$ cat src/hw/rtl/sphere_cone_intersection_unit_assert.svh
// Assertion macros for the top-level RTL file. Each expects clk and rst_n in scope.
`ifndef SPHERE_CONE_INTERSECTION_UNIT_ASSERT_SVH
`define SPHERE_CONE_INTERSECTION_UNIT_ASSERT_SVH

// Same-cycle implication, disabled while reset is asserted.
`define SCI_ASSERT_NOW(label, ante, cons, msg) \
    label: assert property (@(posedge clk) disable iff (!rst_n) (ante) |-> (cons)) \
        else $error(msg);

// Next-cycle implication, disabled while reset is asserted.
`define SCI_ASSERT_NEXT(label, ante, cons, msg) \
    label: assert property (@(posedge clk) disable iff (!rst_n) (ante) |=> (cons)) \
        else $error(msg);

`endif

$ cat src/hw/rtl/sci_pkg.sv
`default_nettype none

package sci_pkg;

    localparam int FRAC_BITS    = 16;
    localparam int CORDIC_STEPS = 16;
    localparam int TRIG_BITS    = 30;

    localparam int CORDIC_W = 33;
    localparam logic signed [CORDIC_W-1:0] CORDIC_GAIN = 33'sd652032875;
    localparam logic [30:0] HALF_PI_M1 = 31'd1686629712;
    localparam logic [30:0] ONE_Q30    = 31'h4000_0000;

    localparam logic signed [31:0] S32_MAX = 32'sh7FFF_FFFF;
    localparam logic signed [31:0] S32_MIN = 32'sh8000_0000;

    // Divider: 63-bit dividend, 31-bit divisor, 32 quotient bits plus an overflow check.
    localparam int NUM_W   = 63;
    localparam int DEN_W   = 31;
    localparam int QUO_W   = 32;
    localparam int DIV_LAT = QUO_W + 1;

    // Square root: 64-bit radicand, 32-bit root, one root bit per stage.
    localparam int RAD_W    = 64;
    localparam int ROOT_W   = 32;
    localparam int REM_W    = 34;
    localparam int SQRT_LAT = ROOT_W;

    // Arctangent of 2^-i in Q2.30.
    function automatic logic [30:0] atan_q30(input logic [4:0] idx);
        logic [30:0] r;
        case (idx)
            5'd0:  r = 31'd843314857;
            5'd1:  r = 31'd497837829;
            5'd2:  r = 31'd263043837;
            5'd3:  r = 31'd133525159;
            5'd4:  r = 31'd67021688;
            5'd5:  r = 31'd33543516;
            5'd6:  r = 31'd16775851;
            5'd7:  r = 31'd8388437;
            5'd8:  r = 31'd4194283;
            5'd9:  r = 31'd2097149;
            5'd10: r = 31'd1048576;
            5'd11: r = 31'd524288;
            5'd12: r = 31'd262144;
            5'd13: r = 31'd131072;
            5'd14: r = 31'd65536;
            5'd15: r = 31'd32768;
            5'd16: r = 31'd16384;
            5'd17: r = 31'd8192;
            5'd18: r = 31'd4096;
            5'd19: r = 31'd2048;
            5'd20: r = 31'd1024;
            5'd21: r = 31'd512;
            5'd22: r = 31'd256;
            5'd23: r = 31'd128;
            default: r = 31'd0;
        endcase
        return r;
    endfunction

endpackage

`default_nettype wire

$ cat src/hw/rtl/sci_cordic.sv
`default_nettype none

// Unrolled CORDIC rotator, one rotation step per register stage.
module sci_cordic (
    input  wire logic        clk,
    input  wire logic        en,
    input  wire logic [30:0] angle,
    output logic      [30:0] cos_out,
    output logic      [30:0] sin_out
);

    localparam int STEPS = sci_pkg::CORDIC_STEPS;
    localparam int CW    = sci_pkg::CORDIC_W;

    logic signed [CW-1:0] x_reg [STEPS];
    logic signed [CW-1:0] y_reg [STEPS];
    logic signed [CW-1:0] z_reg [STEPS];

    for (genvar i = 0; i < STEPS; i++) begin : g_step
        logic signed [CW-1:0] x_in, y_in, z_in;
        logic signed [CW-1:0] x_next, y_next, z_next;
        logic signed [CW-1:0] at;

        if (i == 0) begin : g_first
            assign x_in = sci_pkg::CORDIC_GAIN;
            assign y_in = '0;
            assign z_in = $signed({2'b00, angle});
        end else begin : g_rest
            assign x_in = x_reg[i-1];
            assign y_in = y_reg[i-1];
            assign z_in = z_reg[i-1];
        end

        assign at = $signed({2'b00, sci_pkg::atan_q30(5'(i))});

        always_comb
        begin
            if (!z_in[CW-1])
            begin
                x_next = x_in - (y_in >>> i);
                y_next = y_in + (x_in >>> i);
                z_next = z_in - at;
            end
            else
            begin
                x_next = x_in + (y_in >>> i);
                y_next = y_in - (x_in >>> i);
                z_next = z_in + at;
            end
        end

        always_ff @(posedge clk)
        begin
            if (en)
            begin
                x_reg[i] <= x_next;
                y_reg[i] <= y_next;
                z_reg[i] <= z_next;
            end
        end
    end

    logic signed [CW-1:0] x_last, y_last, one_s;

    assign x_last = x_reg[STEPS-1];
    assign y_last = y_reg[STEPS-1];
    assign one_s  = $signed({2'b00, sci_pkg::ONE_Q30});

    // Cosine is kept at least one LSB so that the later quotient stays defined.
    always_comb
    begin
        if (x_last < 1)
            cos_out = 31'd1;
        else if (x_last > one_s)
            cos_out = sci_pkg::ONE_Q30;
        else
            cos_out = x_last[30:0];

        if (y_last[CW-1])
            sin_out = '0;
        else if (y_last > one_s)
            sin_out = sci_pkg::ONE_Q30;
        else
            sin_out = y_last[30:0];
    end

endmodule

`default_nettype wire

$ cat config.mk
export PLATFORM = sky130hd
export DESIGN_NAME = sci_cordic
export DESIGN_NICKNAME = d
export VERILOG_FILES = /design/src/hw/rtl/sphere_cone_intersection_unit_assert.svh /design/src/hw/rtl/sci_pkg.sv /design/src/hw/rtl/sci_cordic.sv
export SDC_FILE = /design/constraint.sdc
export NUM_CORES = 2
export LEC_CHECK = 0
export BUFFER_PORTS_ARGS = -buffer_cell sky130_fd_sc_hd__clkbuf_2
export CAP_MARGIN = 20
export CORE_UTILIZATION = 45
export CTS_BUF_LIST = sky130_fd_sc_hd__clkbuf_4
export CTS_CLUSTER_DIAMETER = 80
export DETAILED_ROUTE_END_ITERATION = 6
export GPL_ROUTABILITY_DRIVEN = 0
export GPL_TIMING_DRIVEN = 0
export MAX_ROUTING_LAYER = met4
export PLACE_DENSITY_LB_ADDON = 0.15
export SLEW_MARGIN = 10
export SYNTH_ARGS = -nofsm -noshare
export SYNTH_HDL_FRONTEND = slang
export SYNTH_SLANG_ARGS = --single-unit
$ cat constraint.sdc
create_clock -name clk -period 5.62 [get_ports clk]
set_input_delay 1.124 -clock clk [delete_from_list [all_inputs] [get_ports clk]]
set_output_delay 1.124 -clock clk [all_outputs]
set_load 0.005 [all_outputs]
== Yosys cells after proc, flatten, opt, wreduce, memory -nomap -nowiden ==
Memory sizes are Yosys's and may differ from the RTL's.
Cells that the tools add are included.
Storage, ports and cells
  flip-flop bits (word level): 0
  output and inout port bits: 62
  memories kept: 3
  memory bits (writable): 1584
Operators by class
  magnitude comparators: 3
  muxes and demuxes: 51
  add/sub/neg operators: 91
Memories
  x_reg: words 16, width 33, read ports 16, clocked after memory_dff 0, wr ports 16, line sci_cordic.sv:15  | logic signed [CW-1:0] x_reg [STEPS];
  y_reg: words 16, width 33, read ports 16, clocked after memory_dff 0, wr ports 16, line sci_cordic.sv:16  | logic signed [CW-1:0] y_reg [STEPS];
  z_reg: words 16, width 33, read ports 15, clocked after memory_dff 0, wr ports 16, line sci_cordic.sv:17  | logic signed [CW-1:0] z_reg [STEPS];
Operators by type and width (number)
  2-to-1 mux 33 bit: 45
  2-to-1 mux 31 bit: 4
  adder 33 x 18 -> 33 bit: 2
  adder 33 x 19 -> 33 bit: 2
  adder 33 x 20 -> 33 bit: 2
  adder 33 x 21 -> 33 bit: 2
  adder 33 x 22 -> 33 bit: 2
  adder 33 x 22 -> 33 bit, second input constant: 2
  adder 33 x 23 -> 33 bit: 2
  adder 33 x 24 -> 33 bit: 2
  adder 33 x 25 -> 33 bit: 2
  adder 33 x 26 -> 33 bit: 2
  adder 33 x 27 -> 33 bit: 2
  adder 33 x 28 -> 33 bit: 2
  adder 33 x 29 -> 33 bit: 2
  adder 33 x 30 -> 33 bit: 2
  adder 33 x 31 -> 33 bit: 2
  adder 33 x 32 -> 33 bit: 2
  > comparator 33 x 32 -> 1 bit, second input constant: 2
  subtractor 33 x 18 -> 33 bit: 2
  subtractor 33 x 19 -> 33 bit: 2
  subtractor 33 x 20 -> 33 bit: 2
  subtractor 33 x 21 -> 33 bit: 2
  subtractor 33 x 22 -> 33 bit: 2
  40 further kinds: 52

== Longest topological paths before layout ==
An unclocked memory read counts as a cell.
  word-level depth: 4
  depth in mapped cells: 20
  gate-level depth less buffers: 20

== Worst setup path before layout ==
Ideal clock, no wire load.
  path kind: reg-to-reg
  from: mem x_reg[1][82] in the netlist's numbering
  to: mem y_reg[1][131] in the netlist's numbering, data pin
  stages on the path, launching flop included: 16
  arrival: 4.094 ns
  period minus slack after synthesis: 4.353 ns
  slack: 1.267 ns
  required time: 5.360 ns
  path buffers: 0
  library setup time: 0.260 ns
  cells stage by stage: edfxtp_1 -> or4_1 -> or4_1 -> or2_2 -> nor3_2 -> a21oi_1 -> xnor2_1 -> ha_1 -> nand3_1 -> or4_1 -> o211a_1 -> o31ai_1 -> a21oi_1 -> o21bai_1 -> a21oi_1 -> xnor2_1
RTL lines (line)
  start: declaration: sci_cordic.sv:15
  end: declaration: sci_cordic.sv:16

==> flow_metrics.tcl <==
set metrics [dict create \
    hp-class "in -> reg" \
    ant_nets 0 \
    grt_first_pass_wirelength_um 479000 \
    syn_area_per_cell_sq_um 9.49 \
    critical_path.max_fanout 6 \
    ys_seq_elements 1308 \
    clk_pin_slew_worst_paths_ns 0.07 \
    synth_area_leaders "edfxtp_1, ha_1, xnor2_1" \
    fp.dieH_um 503 \
    syn_nets 13200 \
    worstPathRequired_ns 6.57 \
    grt_max_degree 112 \
    antenna_found_initial 6 \
    hold_viol 0 \
    ys_seq_area_frac 0.348 \
    io_buffers 94 \
    viasPerCell 5.78 \
    h-tree-depth 5 \
    end_kind "flip-flop" \
    grt-ovfl-total 0 \
    final_util 0.493 \
    clock_sinks 1308 \
    min_period_ns 5.37 \
    synth_cell_types 117 \
    cts_buffers 372 \
    synth.most_common_cell "a21oi_1" \
    vias 92600 \
    seqCellArea_sq_um 39300 \
    fillCellCount 23500 \
    num_rows 183 \
    initial_core_util 0.453 \
    maxCapViolations 0 \
    setup_viol 0 \
    wl_per_cell_um 19.0 \
    max_freq_ghz 0.186 \
    areaGrowthSynthToFinish_pct 8.81 \
    ys_async_sr_fraction 0 \
    largest_reg_flops 464 \
    synthFlopType "edfxtp_1" \
    rsz0062_at_grt "false" \
    worst-slew-pin-transition_ns 1.14 \
    yosysTopAreaCell "edfxtp_1" \
    cp.arrival_ns 6.32 \
    synth_top_area_frac 0.348 \
    root_buffer "clkbuf_4" \
    yosys-top-cells-count "a21oi_1, edfxtp_1, ha_1" \
    status "complete, no violations" \
    drive_gt1_frac 0.0725 \
    worstSetupPathType "reg -> reg" \
    place_ws_ns -0.651 \
    clk_latency_ns 1.26 \
    synth_edf_count 1308 \
    dp_hpwl_um 239000 \
    drtIter0Drc 6879 \
    fin_crit_sh 0.956 \
    multi_input_area_sq_um 70800 \
    io-pin-count 95 \
    cts_tree "yes" \
    drc_errors 0 \
    grt_pass1_vias 89600 \
    relSlewSlack 0.235 \
    track_usage 0.241 \
    finClkSkew_ns 0.154 \
    yosysWarnings 0 \
    clock_path_buffers 4 \
    finalWorstSetupSlack_ns 0.247 \
    dr.pass1.iters 6 \
    netlist_area_sq_um 113000 \
    dieArea_sq_um 253000 \
    layout.nets 13700 \
    core-area_sq_um 249000 \
    synthCells 11900 \
    start_kind "flip-flop" \
    wirelength_um 304000 \
    die_x_um 503 \
    drv_slew 0 \
]
## cells by family (layout without fill, tap and decap cells)
kind of cell / count (synthesis) / after routing / share of synthesized area
AO/OA/AOI/OAI: 3717 / 3717 / 0.210
XOR/XNOR: 1650 / 1650 / 0.128
adder cells (fa/ha/maj): 1276 / 1276 / 0.144
buffers and inverters: 762 / 1529 / 0.0259
flip-flops: 1308 / 1308 / 0.348
multiplexers: 104 / 104 / 0.00989
other: 1 / 14 / 0.0000332
AND/OR/NAND/NOR: 3085 / 3085 / 0.134
## per-layer routing
| metal | vias to the layer above | track usage | routed length (um) |
|---|---|---|---|
| met1 | 44000 | 0.306 | 135000 |
| met2 | 2577 | 0.395 | 142000 |
| met4 | 0 | 0.0849 | 10400 |
| met3 | 566 | 0.0299 | 15600 |
| li1 | 45500 | - | - |
| met5 | - | - | 0 |
## through the flow
stage / area, sq um / cells / hold WS (ns) / TNS [ns]
floorplan: 113000 / 11900 / 0.400 / 0
global placement: 118000 / 15300 / 0.407 / -
detailed placement: 118000 / 15300 / 0.407 / -11.59
CTS: 123000 / 16000 / 0.0184 / 0
global route: 123000 / 16000 / 0.0512 / 0
finish: 123000 / 16000 / 0.178 / 0
## final timing paths
path | slack (ns) | endpoint | depth (start not counted) | from
min | 0.18 | z_reg[0][17]$_DFFE_PP_ | 2 | angle[17]
max reg2reg | 0.25 | y_reg[1][131]$_DFFE_PP_ | 17 | x_reg[1][80]$_DFFE_PP_
max | 0.25 | y_reg[1][131]$_DFFE_PP_ | 17 | x_reg[1][80]$_DFFE_PP_
min reg2reg | 0.37 | z_reg[1][115]$_DFFE_PP_ | 0 | z_reg[1][82]$_DFFE_PP_
## area by class of cell
type / instances / share of cell area
multi-input combinational: 9833 / 0.576
clock inverter: 116 / 0.00540
buffer: 265 / 0.00890
timing repair buffer: 124 / 0.00831
antenna: 13 / 0.000265
clock buffer: 527 / 0.0322
sequential: 1308 / 0.320
tap: 3330 / 0.0339
inverter: 497 / 0.0153
## cells in the final DEF, fill, tap and decap left out, drive strengths merged, types with 55 or more instances in the layout
| cell | n |
|---|---|
| a211oi | 109 |
| a21o | 719 |
| a21oi | 1348 |
| a31oi | 137 |
| and2 | 129 |
| and3 | 127 |
| buf | 65 |
| clkbuf | 848 |
| clkinv | 103 |
| edfxtp | 1308 |
| ha | 1236 |
| inv | 495 |
| mux2 | 55 |
| nand2 | 559 |
| nand2b | 177 |
| nand3 | 190 |
| nand4 | 120 |
| nor2 | 994 |
| nor2b | 138 |
| nor3 | 314 |
| nor4 | 103 |
| o21a | 175 |
| o21ai | 573 |
| o21bai | 171 |
| xnor2 | 1038 |
| xor2 | 612 |
## worst max-delay path, cell delays in order (launching register included)
cell and delay (ns):
edfxtp_1 0.51, or4_1 0.56, or4_1 0.43, or2_2 0.33
nor2_1 0.10, nor2_1 0.06, xnor2_1 0.25, ha_1 0.34
a21o_1 0.20, a21o_1 0.19, a2111oi_1 0.98, or4_1 0.24
o211a_1 0.20, o31ai_1 0.15, a21oi_1 0.17, o21bai_1 0.09
a21oi_1 0.17, xnor2_1 0.13
## repair_timing
| item | CTS | global route |
|---|---|---|
| pin swaps | 0 | 0 |
| resized for setup | 9 | 43 |
| setup endpoints to repair | 76 | 60 |
| hold buffers | 1 | 0 |
| endpoints found under the hold margin | 1 | 0 |
| setup buffers | 11 | 2 |
Power is not shown: default switching activity piles up to over one toggle a cycle in this logic, so the estimate is an artifact.
