--- src/hw/rtl/sphere_cone_intersection_unit_assert.svh ---
// Assertion macros for the top-level RTL file. Each expects clk and rst_n in scope.
`ifndef SPHERE_CONE_INTERSECTION_UNIT_ASSERT_SVH
`define SPHERE_CONE_INTERSECTION_UNIT_ASSERT_SVH

// Same-cycle implication, disabled while reset is asserted.
`define SCI_ASSERT_NOW(label, ante, cons, msg) \
    label: assert property (@(posedge clk) disable iff (!rst_n) (ante) |-> (cons)) \
        else $error(msg);

// Next-cycle implication, disabled while reset is asserted.
`define SCI_ASSERT_NEXT(label, ante, cons, msg) \
    label: assert property (@(posedge clk) disable iff (!rst_n) (ante) |=> (cons)) \
        else $error(msg);

`endif

--- src/hw/rtl/sci_pkg.sv ---
`default_nettype none

package sci_pkg;

    localparam int FRAC_BITS    = 16;
    localparam int CORDIC_STEPS = 16;
    localparam int TRIG_BITS    = 30;

    localparam int CORDIC_W = 33;
    localparam logic signed [CORDIC_W-1:0] CORDIC_GAIN = 33'sd652032875;
    localparam logic [30:0] HALF_PI_M1 = 31'd1686629712;
    localparam logic [30:0] ONE_Q30    = 31'h4000_0000;

    localparam logic signed [31:0] S32_MAX = 32'sh7FFF_FFFF;
    localparam logic signed [31:0] S32_MIN = 32'sh8000_0000;

    // Divider: 63-bit dividend, 31-bit divisor, 32 quotient bits plus an overflow check.
    localparam int NUM_W   = 63;
    localparam int DEN_W   = 31;
    localparam int QUO_W   = 32;
    localparam int DIV_LAT = QUO_W + 1;

    // Square root: 64-bit radicand, 32-bit root, one root bit per stage.
    localparam int RAD_W    = 64;
    localparam int ROOT_W   = 32;
    localparam int REM_W    = 34;
    localparam int SQRT_LAT = ROOT_W;

    // Arctangent of 2^-i in Q2.30.
    function automatic logic [30:0] atan_q30(input logic [4:0] idx);
        logic [30:0] r;
        case (idx)
            5'd0:  r = 31'd843314857;
            5'd1:  r = 31'd497837829;
            5'd2:  r = 31'd263043837;
            5'd3:  r = 31'd133525159;
            5'd4:  r = 31'd67021688;
            5'd5:  r = 31'd33543516;
            5'd6:  r = 31'd16775851;
            5'd7:  r = 31'd8388437;
            5'd8:  r = 31'd4194283;
            5'd9:  r = 31'd2097149;
            5'd10: r = 31'd1048576;
            5'd11: r = 31'd524288;
            5'd12: r = 31'd262144;
            5'd13: r = 31'd131072;
            5'd14: r = 31'd65536;
            5'd15: r = 31'd32768;
            5'd16: r = 31'd16384;
            5'd17: r = 31'd8192;
            5'd18: r = 31'd4096;
            5'd19: r = 31'd2048;
            5'd20: r = 31'd1024;
            5'd21: r = 31'd512;
            5'd22: r = 31'd256;
            5'd23: r = 31'd128;
            default: r = 31'd0;
        endcase
        return r;
    endfunction

endpackage

`default_nettype wire

--- src/hw/rtl/sci_div.sv ---
`default_nettype none

// Pipelined restoring divider with an up-front overflow check.
module sci_div (
    input  wire logic                          clk,
    input  wire logic                          en,
    input  wire logic [sci_pkg::NUM_W-1:0]     num,
    input  wire logic [sci_pkg::DEN_W-1:0]     den,
    output logic      [sci_pkg::QUO_W-1:0]     quo,
    output logic                               ovf
);

    localparam int QW = sci_pkg::QUO_W;
    localparam int DW = sci_pkg::DEN_W;
    localparam int NW = sci_pkg::NUM_W;

    logic [DW-1:0] rem_reg [QW+1];
    logic [QW-1:0] lo_reg  [QW+1];
    logic [QW-1:0] quo_reg [QW+1];
    logic [DW-1:0] den_reg [QW+1];
    logic          ovf_reg [QW+1];

    // The quotient fits in QW bits only when the upper dividend part is below the divisor.
    always_ff @(posedge clk)
    begin
        if (en)
        begin
            rem_reg[0] <= num[NW-1:QW];
            lo_reg[0]  <= num[QW-1:0];
            quo_reg[0] <= '0;
            den_reg[0] <= den;
            ovf_reg[0] <= (num[NW-1:QW] >= den);
        end
    end

    for (genvar k = 1; k <= QW; k++) begin : g_bit
        logic [DW:0]   trial;
        logic          ge;
        logic [DW-1:0] rem_next;

        always_comb
        begin
            trial    = {rem_reg[k-1], lo_reg[k-1][QW-1]};
            ge       = (trial >= {1'b0, den_reg[k-1]});
            rem_next = ge ? DW'(trial - {1'b0, den_reg[k-1]}) : trial[DW-1:0];
        end

        always_ff @(posedge clk)
        begin
            if (en)
            begin
                rem_reg[k] <= rem_next;
                lo_reg[k]  <= {lo_reg[k-1][QW-2:0], 1'b0};
                quo_reg[k] <= {quo_reg[k-1][QW-2:0], ge};
                den_reg[k] <= den_reg[k-1];
                ovf_reg[k] <= ovf_reg[k-1];
            end
        end
    end

    assign quo = quo_reg[QW];
    assign ovf = ovf_reg[QW];

endmodule

`default_nettype wire

--- config.mk ---
export PLATFORM = sky130hd
export DESIGN_NAME = sci_div
export DESIGN_NICKNAME = d
export VERILOG_FILES = /design/src/hw/rtl/sphere_cone_intersection_unit_assert.svh /design/src/hw/rtl/sci_pkg.sv /design/src/hw/rtl/sci_div.sv
export SDC_FILE = /design/constraint.sdc
export NUM_CORES = 2
export LEC_CHECK = 0
export BUFFER_PORTS_ARGS = -buffer_cell sky130_fd_sc_hd__buf_4
export CAP_MARGIN = 20
export CORE_MARGIN = 2
export CORE_UTILIZATION = 45
export CTS_BUF_LIST = sky130_fd_sc_hd__clkbuf_16
export DETAILED_ROUTE_END_ITERATION = 6
export SETUP_SLACK_MARGIN = 0.1
export SYNTH_ARGS = -nofsm -noshare
export SYNTH_HDL_FRONTEND = slang
export SYNTH_MEMORY_MAX_BITS = 65536
export SYNTH_SLANG_ARGS = --single-unit
--- constraint.sdc ---
create_clock -name clk -period 6 [get_ports clk]
set_clock_uncertainty 0.05 [all_clocks]
set_input_delay 0.3 -clock clk [delete_from_list [all_inputs] [get_ports clk]]
set_output_delay 0.3 -clock clk [all_outputs]
set_load 0.01 [all_outputs]
Word level (Yosys, flattened, before mapping) --
Memories as Yosys holds them, arrays and structs flattened. Index checks and enable logic that the tools add are counted.
Storage, ports and cells: word-level logic and storage cells 104, memories kept 5, RAM bits 4191, register bits 0
Memory list:
- lo_reg | words 33, bits a word 32, rd ports 32, clocked after Yosys merged registers in 0, write ports 33, RTL line sci_div.sv:18 | logic [QW-1:0] lo_reg [QW+1];
- quo_reg | words 33, bits a word 32, rd ports 33, clocked after Yosys merged registers in 0, write ports 33, RTL line sci_div.sv:19 | logic [QW-1:0] quo_reg [QW+1];
- den_reg | words 33, bits a word 31, rd ports 32, clocked after Yosys merged registers in 0, write ports 33, RTL line sci_div.sv:20 | logic [DW-1:0] den_reg [QW+1];
- rem_reg | words 33, bits a word 31, rd ports 32, clocked after Yosys merged registers in 0, write ports 33, RTL line sci_div.sv:17 | logic [DW-1:0] rem_reg [QW+1];
- ovf_reg | words 33, bits a word 1, rd ports 33, clocked after Yosys merged registers in 0, write ports 33, RTL line sci_div.sv:21 | logic ovf_reg [QW+1];
Cells by class: muxes and demuxes 34, $lt $le $gt $ge 33, add/subtract/negate cells 32
Operators by type and width (number):
- $ge 32x31->1 | 32
- $mux 31 | 32
- $sub 31x31->31 | 32
- $ge 31x31->1 | 1
- $mux 1 | 2

Depth between registers and ports, before layout --
depth in word-level cells 2, mapped depth 16

Worst setup path after synthesis --
No wires, ideal clock.
path type reg-to-reg, from memory den_reg[0][341] (netlist bit), to memory rem_reg[0][376] (netlist bit) (data pin), stages on the path, launching flop included 15, path slack 2348 ps, buffers on the path 2, arrival 3342 ps, required time 5689 ps, setup time 261 ps, cell sequence edfxtp_1 ha_1 fa_1 nor2b_1 o21ai_0 a21oi_1 a211oi_1 a21oi_1 o21ai_0 nor2b_1 o21a_1 o41ai_2 clkbuf_1 buf_2 a21oi_1
RTL lines (RTL line):
- start, declared | sci_div.sv:20
- end, declared | sci_div.sv:17

==> out/qor.tcl <==
set qor(critPathKind) {flop to flop}
set qor(post-synth-top-count-cell) {sky130_fd_sc_hd__edfxtp_1}
set qor(site_row_count) 214
set qor(start_kind) {flop}
set qor(setup_viol) 0
set qor(power-per-cell-area_mw_per_mm2) 531
set qor(met1_length_um) 148000
set qor(ys_seq_area_share_pct) 60.3
set qor(worstPathCellList) {ha_1, fa_1, nor2b_1, o21ai_0, a21boi_0, o21ai_0, a31oi_1, a21oi_1, inv_1, a31oi_1, o41ai_4, buf_4, mux2_2}
set qor(post-route-util_pct) 51.0
set qor(place_worst_setup_slack_ns) 1.57
set qor(wl_met2_um) 174000
set qor(startpoint) {den_reg[0][589]$_DFFE_PP_}
set qor(clkTransAtPathRegs_ns) 0.05
set qor(crit_arrival_ns) 5.10
set qor(finalSetupTns_ns) 0
set qor(worst_hold_path_depth) 2
set qor(final_cell_area_mm2) 0.173
set qor(avg_cell_area_syn_um2) 12.2
set qor(buffer_ports.inserted) 128
set qor(timing.hold.worst.start) {num[9]}
set qor(synth_seq_cells) 3073
set qor(dpl_cell_area_mm2) 0.160
set qor(cts-root-buf) {sky130_fd_sc_hd__clkbuf_16}
set qor(synth-main-ff-cell) {sky130_fd_sc_hd__edfxtp_1}
set qor(result_of_the_run) {complete, no violations}
set qor(synth.cell_area_mm2) 0.153
set qor(vdd.ir_drop.worst_mv) 0.260
set qor(core_mm2) 0.339
set qor(number_of_fill_cells_in_the_layout) 29100
set qor(final_cycle_utilization_of_the_critical_path_pct) 75.2
set qor(drtIter0Drc) 6961
set qor(maxClockFrequency_ghz) 0.222
set qor(cp_max_fo) 37
set qor(cap_viol_max_count) 0
set qor(number_of_antenna_violations_at_the_first_check_in_global_routing) 3
set qor(met3_wirelength_um) 12500
set qor(grt.overflow.total) 0
set qor(synthesis.nets) 13600
set qor(die_w_um) 587
set qor(critical_path_depth) 13
set qor(synth.area.top_cells) {sky130_fd_sc_hd__edfxtp_1 60%, sky130_fd_sc_hd__ha_1 8.4%, sky130_fd_sc_hd__inv_1 3.2%}
set qor(route.top_layer_used) {met4}
set qor(gp_routability_congestion) 0.899
set qor(min_period_ns) 4.51
set qor(grt_first_pass_wirelength_um) 540000
set qor(maxSlewViolCount) 0
set qor(clk-insertion-delay-late_ns) 0.95
set qor(routed_wirelength_um) 345000
set qor(max_stage_delay_ns) 0.96
set qor(setup_slack_ns) 1.49
set qor(firstDrtPassIters) 6
set qor(number_of_global_route_vias_before_repair) 95900
set qor(share_of_flip_flops_with_an_asynchronous_set_or_reset_after_synthesis_pct) 0
set qor(post_synth_edffs) 3073
set qor(grt_util_all_layers_pct) 19.6
set qor(grt_max_degree) 158
set qor(crit_path_top_delay_cell) {sky130_fd_sc_hd__o41ai_4}
set qor(startpoint_of_the_lowest_slack_register_to_register_path) {den_reg[0][589]$_DFFE_PP_}
set qor(critPathRequiredTime_ns) 6.59
set qor(yosys_warnings) 0
set qor(ctsHtreeMaxLevel) 5
set qor(drive_above_1_share_pct) 7.80
set qor(hold_viol_final) 0
set qor(netlist_top_cells_count) {3,073 x sky130_fd_sc_hd__edfxtp_1, 1,295 x sky130_fd_sc_hd__inv_1, 1,023 x sky130_fd_sc_hd__ha_1}
set qor(timing.critical_path.to_type) {flop}
set qor(place.detailed.hpwl_um) 251000
set qor(clock_sinks) 3073
set qor(top_level_ports) 129
set qor(ant_nets) 0
set qor(worst_slew_margin_rel_pct) 25.7
set qor(fp.dieArea_mm2) 0.345
set qor(cts-buffers-inserted) 340
set qor(finish.net_count) 14100
set qor(cellLeakagePower_nw) 69.6
set qor(path_buf_inv) 2
set qor(synthDominantCellAreaShare_pct) 60.3
set qor(layout-area-overhead-vs-synth_pct) 13.0
set qor(floorplan.initialDensity_pct) 45.1
set qor(fp.dieH_um) 587
set qor(crit_family) {compound AO/OA/AOI/OAI gates}
set qor(holdCritPathClass) {input port to flop}
set qor(vias_per_cell) 5.39
set qor(cts_resized) 0
set qor(yosysUniqueCellTypes) 81
set qor(worst-slew-pin-transition_ns) 1.09
set qor(wire_length_per_cell_um) 19.4
set qor(tritoncts) {built}
set qor(maximum_clock_insertion_buffer_count) 4
set qor(post-route-drc-count) 0
set qor(reg2regPathDepth) 13
set qor(vias) 95900
set qor(synthesis.instances) 12500
set qor(yosys.area.top_type) {sky130_fd_sc_hd__edfxtp_1}
set qor(rsz0062_at_grt) {false}
==> path summary, 6_finish.rpt <==
| kind | endpoint | slack, ns |
|---|---|---|
| worst max-delay path | rem_reg[0][623]$_DFFE_PP_ | 1.49 |
| worst min-delay path | lo_reg[0][9]$_DFFE_PP_ | 0.09 |
| worst max register to register | rem_reg[0][623]$_DFFE_PP_ | 1.49 |
| worst min register to register | lo_reg[0][287]$_DFFE_PP_ | 0.33 |
==> timing repair <==
action | CTS | global route
hold buffers | 172 | 0
hold endpoints to repair | 164 | 0
buffers inserted | 0 | 0
==> cell usage in the layout, fill, tap and decap left out, drive strengths merged, types with 23 or more instances in the layout <==
cell	count
a221oi	25
a31oi	106
nand3	173
o21ai	952
xnor2	460
and3	75
buf	213
nand2	969
nor2	596
clkinv	139
a21oi	937
a21boi	41
or2	30
nor4	24
mux2	239
clkbuf	346
and2	27
o21a	121
or3	34
nor2b	149
inv	1370
a31o	24
a2111oi	23
edfxtp	3073
ha	1023
fa	31
o31a	31
o31ai	61
dlygate4sd3	172
xor2	357
nand2b	119
nand4	141
o21bai	109
o211ai	40
nor3	106
bufinv	37
a211oi	76
and4	35
a21o	521
==> stage by stage <==
step | power (W) | cells | hold WS (ns)
floorplan | 0.0607 | 12500 | 0.349
detailed placement | 0.0709 | 17000 | 0.355
CTS | 0.0924 | 17800 | 0.00468
global placement | 0.0703 | 17000 | 0.351
finish | 0.0918 | 17800 | 0.0909
global route | 0.0982 | 17800 | 0.0391
==> metal layers <==
layer  vias to the layer above  GRT usage, %
met5                         -             0
met4                         0          6.10
met3                       608          2.19
met2                      2010          34.9
met1                     46500          24.8
li1                      46800             -
==> cells by family (layout without fill, tap and decap cells) <==
group / after synthesis / in the layout / synth area share (%)
xor gates and xnor gates: 817 / 817 / 4.67
adders and majority gates: 1054 / 1054 / 8.77
DFF: 3073 / 3073 / 60.3
other: 0 / 2 / 0
AOI/OAI and AO/OA: 3245 / 3245 / 13.0
muxes: 257 / 257 / 1.88
buffers and inverters: 1540 / 2297 / 3.79
and+or+nand+nor: 2510 / 2510 / 7.57
==> report_power, final <==
group          internal [W]  switching (W)
registers            0.0308        0.00324
logic                0.0158         0.0212
clock network        0.0121        0.00871
==> worst reg2reg max path, cell delays in order (launching register included) <==
cell and delay [ns]:
sky130_fd_sc_hd__edfxtp_1 0.39, sky130_fd_sc_hd__ha_1 0.23, sky130_fd_sc_hd__fa_1 0.40, sky130_fd_sc_hd__nor2b_1 0.12
sky130_fd_sc_hd__o21ai_0 0.12, sky130_fd_sc_hd__a21boi_0 0.28, sky130_fd_sc_hd__o21ai_0 0.13, sky130_fd_sc_hd__a31oi_1 0.28
sky130_fd_sc_hd__a21oi_1 0.22, sky130_fd_sc_hd__inv_1 0.09, sky130_fd_sc_hd__a31oi_1 0.06, sky130_fd_sc_hd__o41ai_4 0.96
sky130_fd_sc_hd__buf_4 0.50, sky130_fd_sc_hd__mux2_2 0.41
==> layout make-up <==
class	count	area (µm²)	area share (%)
diodes	2	5.00	0.00289
clock buffers	346	8660	5.01
clock inverters	271	2550	1.48
inverters	1295	4860	2.81
multi-input cells	7883	55200	31.9
flip-flops and latches	3073	92300	53.4
well taps	4536	5680	3.28
repair buffers	385	3670	2.12
(Power assumes the default switching activity.)
